File: src/design/rcdc_pkg.sv
// ----------------------------------------------------------------------------
// rcdc_pkg: shared types and constants
// Payload structs, register indexes and arithmetic widths of the 3x3 filter.
// ----------------------------------------------------------------------------
package rcdc_pkg;

  typedef struct packed {
    logic [7:0] blue_in;
    logic [7:0] green_in;
    logic [7:0] red_in;
  } pix_in_t;

  typedef struct packed {
    logic        frame_last;
    logic [11:0] pixel_y;
    logic [10:0] pixel_x;
    logic [7:0]  blue_out;
    logic [7:0]  green_out;
    logic [7:0]  red_out;
  } pix_out_t;

  localparam int unsigned CfgIdxW = 3;
  localparam int unsigned CfgDataW = 48;

  localparam logic [CfgIdxW-1:0] REG_COEF_TOP = 3'd0;
  localparam logic [CfgIdxW-1:0] REG_COEF_MID = 3'd1;
  localparam logic [CfgIdxW-1:0] REG_COEF_BOT = 3'd2;
  localparam logic [CfgIdxW-1:0] REG_DIVISOR  = 3'd3;
  localparam logic [CfgIdxW-1:0] REG_WIDTH    = 3'd4;
  localparam logic [CfgIdxW-1:0] REG_HEIGHT   = 3'd5;

  localparam int unsigned Taps = 9;
  localparam int unsigned ProdW = 25;  // 9-bit signed sample x 16-bit coef
  localparam int unsigned SumW = 30;   // nine products
  localparam logic [7:0] PixMax = 8'd255;

  typedef logic signed [15:0] coef_t;
  typedef coef_t [Taps-1:0] coef_set_t;
  typedef logic [Taps-1:0][7:0] chan_win_t;

endpackage

File: src/design/rcdc_lane.sv
// ----------------------------------------------------------------------------
// rcdc_lane: one color channel of the filter
// Nine products, one sum, then clamp and an 8-step restoring divide.
// ----------------------------------------------------------------------------
module rcdc_lane (
  input  logic              clk_i,
  input  logic              rst_ni,
  input  logic              start_i,
  input  rcdc_pkg::chan_win_t smp_i,
  input  rcdc_pkg::coef_set_t coef_i,
  input  logic [15:0]       divisor_i,
  output logic              done_o,
  output logic [7:0]        result_o
);
  import rcdc_pkg::*;

  typedef enum logic [1:0] {L_IDLE, L_SUM, L_CHK, L_DIV} lane_state_e;

  lane_state_e state_q;
  logic signed [ProdW-1:0] prod_q [Taps];
  logic signed [SumW-1:0]  sum_q;
  logic [23:0]             rem_q;
  logic [22:0]             den_q;
  logic [2:0]              step_q;
  logic [7:0]              res_q;
  logic                    done_q;

  logic signed [ProdW-1:0] prod_d [Taps];
  logic signed [SumW-1:0]  sum_d;
  logic [23:0]             lim;

  always_comb begin
    for (int i = 0; i < Taps; i++) begin
      prod_d[i] = ProdW'(signed'({1'b0, smp_i[i]}) * coef_i[i]);
    end
    sum_d = '0;
    for (int i = 0; i < Taps; i++) begin
      sum_d = sum_d + SumW'(prod_q[i]);
    end
    lim = {divisor_i, 8'd0};
  end

  always_ff @(posedge clk_i) begin
    if (state_q == L_IDLE && start_i) begin
      for (int i = 0; i < Taps; i++) begin
        prod_q[i] <= prod_d[i];
      end
    end
    if (state_q == L_SUM) begin
      sum_q <= sum_d;
    end
  end

  always_ff @(posedge clk_i or negedge rst_ni) begin
    if (!rst_ni) begin
      state_q <= L_IDLE;
      done_q  <= 1'b0;
      res_q   <= '0;
      rem_q   <= '0;
      den_q   <= '0;
      step_q  <= '0;
    end else begin
      // one-cycle pulse when the clamp check or the last divide step finishes
      done_q <= ((state_q == L_CHK) && ((sum_q <= 0) || (sum_q >= SumW'(lim)))) ||
                ((state_q == L_DIV) && (step_q == 3'd0));
      unique case (state_q)
        L_IDLE: begin
          if (start_i) begin
            state_q <= L_SUM;
          end
        end
        L_SUM: state_q <= L_CHK;
        L_CHK: begin
          // negative or zero quotient clamps low, large quotient clamps high
          if (sum_q <= 0) begin
            res_q   <= '0;
            state_q <= L_IDLE;
          end else if (sum_q >= SumW'(lim)) begin
            res_q   <= PixMax;
            state_q <= L_IDLE;
          end else begin
            rem_q   <= sum_q[23:0];
            den_q   <= {divisor_i, 7'd0};
            step_q  <= 3'd7;
            res_q   <= '0;
            state_q <= L_DIV;
          end
        end
        L_DIV: begin
          if (rem_q >= 24'(den_q)) begin
            rem_q <= rem_q - 24'(den_q);
            res_q <= {res_q[6:0], 1'b1};
          end else begin
            res_q <= {res_q[6:0], 1'b0};
          end
          den_q  <= den_q >> 1;
          step_q <= step_q - 3'd1;
          if (step_q == 3'd0) begin
            state_q <= L_IDLE;
          end
        end
        default: state_q <= L_IDLE;
      endcase
    end
  end

  assign done_o   = done_q;
  assign result_o = res_q;

endmodule
File: config.mk
export PLATFORM = sky130hd
export DESIGN_NAME = rcdc_lane
export DESIGN_NICKNAME = d
export VERILOG_FILES = /design/src/design/rcdc_pkg.sv /design/src/design/rcdc_lane.sv
export SDC_FILE = /design/constraint.sdc
export NUM_CORES = 2
export LEC_CHECK = 0
export ABC_AREA = 1
export BUFFER_PORTS_ARGS = -buffer_cell sky130_fd_sc_hd__buf_2
export CORE_AREA = 2 2 361 363
export CTS_BUF_LIST = sky130_fd_sc_hd__clkbuf_8 sky130_fd_sc_hd__clkbuf_16
export CTS_CLUSTER_SIZE = 20
export DETAILED_ROUTE_END_ITERATION = 16
export DIE_AREA = 0 0 363 365
export PLACE_DENSITY = 0.69
export RECOVER_POWER = 25
export SLEW_MARGIN = 5
export SYNTH_ARGS = -nofsm -noshare
export SYNTH_HDL_FRONTEND = slang
export SYNTH_SLANG_ARGS = --single-unit
File: constraint.sdc
create_clock -name clk_i -period 17 [get_ports clk_i]
set_input_delay 2.55 -clock clk_i [delete_from_list [all_inputs] [get_ports clk_i]]
set_output_delay 2.55 -clock clk_i [all_outputs]
set_load 0.05 [all_outputs]
==> flow_summary_export.csv <==
group,metric,value,unit
cts,numCtsBuffers,36,
cts,cts_hold_buffers,0,
yosys,synthMostInstantiatedCell,"inv_1",
worst_setup_path,endpoint_kind,"register",
worst_setup_path,worstPathMaxFanout,153,
route,finalWirelength,158000,um
global_route,grt_overflow,0,
sta,slew_headroom,-477,%
route,route.detailed.drc,0,
sta,whs,0.473,ns
outcome,failed_checks,"capacitance limit, slew limit",
sta,hold_viol,0,
die,core_area,0.129,sq mm
placement,portBuffers,243,
placement,dp_slack,9.84,ns
sta,skew,0.0383,ns
worst_setup_path,critPathTopFamily,"buffers and inverters",
route,wl_per_cell,16.0,um
sta,finalSetupTns,0,ns
placement,gp_congestion,0.958,
finish,drive_gt1_share,3.97,%
cts,clkTransAtPathRegs,0.06,ns
yosys,synth_edf_count,255,
die,initial_utilization,49.7,%
yosys,synth_top_family_by_area,"adder cells",
cts,insertion_delay,0.57,ns
yosys,netlist_instances,8198,
yosys,yosysTopAreaCell,"fa_1",
sta,setup_violations,0,
die,io-pin-count,244,
yosys,yosys_warnings,0,
cts,cts-htree-levels,2,
worst_setup_path,max_stage_delay,5.81,ns
worst_setup_path,crit_type,"input pin to register",
worst_setup_path,crit_slowest_cell,"clkbuf_1",
yosys,synth_area,0.0639,sq mm
sta,slew_viol_final,248,
route,first_iter_violations,3102,
cts,clockBufferDepth,3,
cts,post_cts_buffers,0,
placement,dpl.hpwl,136000,um
die,dieArea,0.132,sq mm
yosys,synth_xor_area_share,2.85,%
cts,ctsResizeCount,0,
yosys,yosysUniqueCellTypes,48,
yosys,synth.net_count,10051,
global_route,grt_start_max_net_pins,154,
worst_setup_path,path_cells,"buf_2 -> inv_1 -> nor3_4 -> clkbuf_1 -> buf_4",
sta,min_period,10.28,ns
finish,nets,10028,
die,die_w,363,um
yosys,async_reset_ff_share,19.3,%
sta,worst_slack,6.72,ns
route,dr.pass1.iters,6,
worst_setup_path,cp-start-kind,"input pin",
run,maxCapViolations,3,
worst_setup_path,cp_num_buf_inv,4,
yosys,synth_top_area_share,34.4,%
global_route,grt_pass1_wl,263000,um
sta,timing.fmax,97.3,MHz
worst_setup_path,cp.required,17.16,ns
global_route,first_global_vias,51837,
placement,dpl.cell_count,9812,
cts,cts_tree,"done",
yosys,avgSynthCellArea,7.79,sq um
outcome,status,"complete, but fails checks",
yosys,synth_mux_area_share,0,%
route,ant_nets,0,
sta,rsz0062_at_grt,"no",
cts,cts.sinks,316,
yosys,ys_ff_latch,316,
die,row_count,132,
global_route,grtUsageTotal,24.7,%
finish,instances_no_fill,9883,
cts,cts_root_buf,"clkbuf_16",
worst_setup_path,cp.arrival,10.44,ns
sta,worstMarginPinSlew,8.65,ns
route,drt-vias-per-instance,4.99,
yosys,synthAdderAreaFrac,44.6,%
yosys,ys_seq_area_share,14.4,%
global_route,antenna_found_initial,9,
route,dr_total_vias,49287,
yosys,synth_area_leaders,"fa_1, inv_1, edfxtp_1",
yosys,synth_compound_area_share,4.45,%
yosys,ys_top_cells_by_count,"inv_1, nand2_1, fa_1",
yosys,synth_ff_type,"edfxtp_1",
die,die_h,365,um
worst_hold_path,min_path_type,"register to register",
sta,period_share,60.4,%
yosys,synth_simple_gate_area_share,16.5,%
finish,syn_to_final_growth,5.31,%
[metal layers]
| metal | track usage, % | part of all wire, % |
|---|---|---|
| met1 | 31.4 | 42 |
| met2 | 45.0 | 51 |
| met4 | 6.33 | 2.5 |
| met5 | 0 | 0.022 |
| met3 | 2.25 | 4.5 |
[cell families after synthesis]
kind of cell / after synthesis
compound gates: 515
buf+inv: 2905
simple gates: 2636
xor+xnor: 208
flops: 316
fa+ha+maj: 1618
[layout make-up]
cell class	count	area, sq um
antenna	5	12.5
multi-input combinational	4977	43700
clock inverter	28	337
fill	12273	61400
inverter	2595	9740
sequential	316	9180
timing repair buffer	249	1230
clock buffer	38	951
tap	1675	2100
[cells in the final DEF, fill, tap and decap left out, types with 18 or more instances in the layout]
cell | netlist | routed
inv_1 | 2589 | 2592
nand2_1 | 2011 | 2010
fa_1 | 1097 | 1097
ha_1 | 521 | 521
nor2_1 | 266 | 265
edfxtp_1 | 255 | 255
a21oi_1 | 241 | 241
buf_2 | 9 | 234
nand3_1 | 221 | 221
o21ai_0 | 151 | 151
xor2_1 | 117 | 117
xnor2_1 | 91 | 91
dfrtp_1 | 61 | 61
nand4_1 | 59 | 59
a21o_1 | 39 | 39
clkbuf_16 | 0 | 38
nor4_1 | 26 | 26
nor3_1 | 24 | 23
a211oi_1 | 18 | 18
[state kept, by name (all words and copies together) (netlist names)]
| signal | cells |
|---|---|
| step_q | 3 |
| rem_q | 24 |
| result_o | 8 |
| done_o | 1 |
| prod_q | 225 |
| sum_q | 30 |
| state_q | 2 |
| den_q | 23 |
[path summary, 6_finish.rpt]
check,startpoint,end,slack (ns),cells past startpoint
setup / recovery,start_i,prod_q[0][58]$_DFFE_PP_,6.72,5
hold / removal,step_q[1]$_DFFE_PN0P_,step_q[1]$_DFFE_PN0P_,0.47,2
setup reg to reg,state_q[1]$_DFFE_PN0P_,prod_q[0][58]$_DFFE_PP_,7.66,4
hold reg to reg,step_q[1]$_DFFE_PN0P_,step_q[1]$_DFFE_PN0P_,0.47,2
max in group asynchronous,rst_ni,rem_q[7]$_DFFE_PN0P_,11.72,2
min in group asynchronous,rst_ni,step_q[1]$_DFFE_PN0P_,3.29,2
[stage by stage]
| stage | cell area (sq um) | utilization, % |
|---|---|---|
| after floorplan | 63900 | - |
| after detailed placement | 66000 | 51.3 |
| after global placement | 66000 | 51.3 |
| after global routing | 67300 | 52.3 |
| final | 67300 | 52.3 |
| after CTS | 67300 | 52.3 |
[worst reg2reg max path: stages, from the launching register on]
cell      delay (ns)
dfrtp_1         0.36
clkbuf_1        0.56
nor3_4          0.35
clkbuf_1        5.82
buf_4           1.77
Power is left out: the tool's default activity adds up to more than one toggle a clock period on the data nets, which glitch-free logic cannot reach.
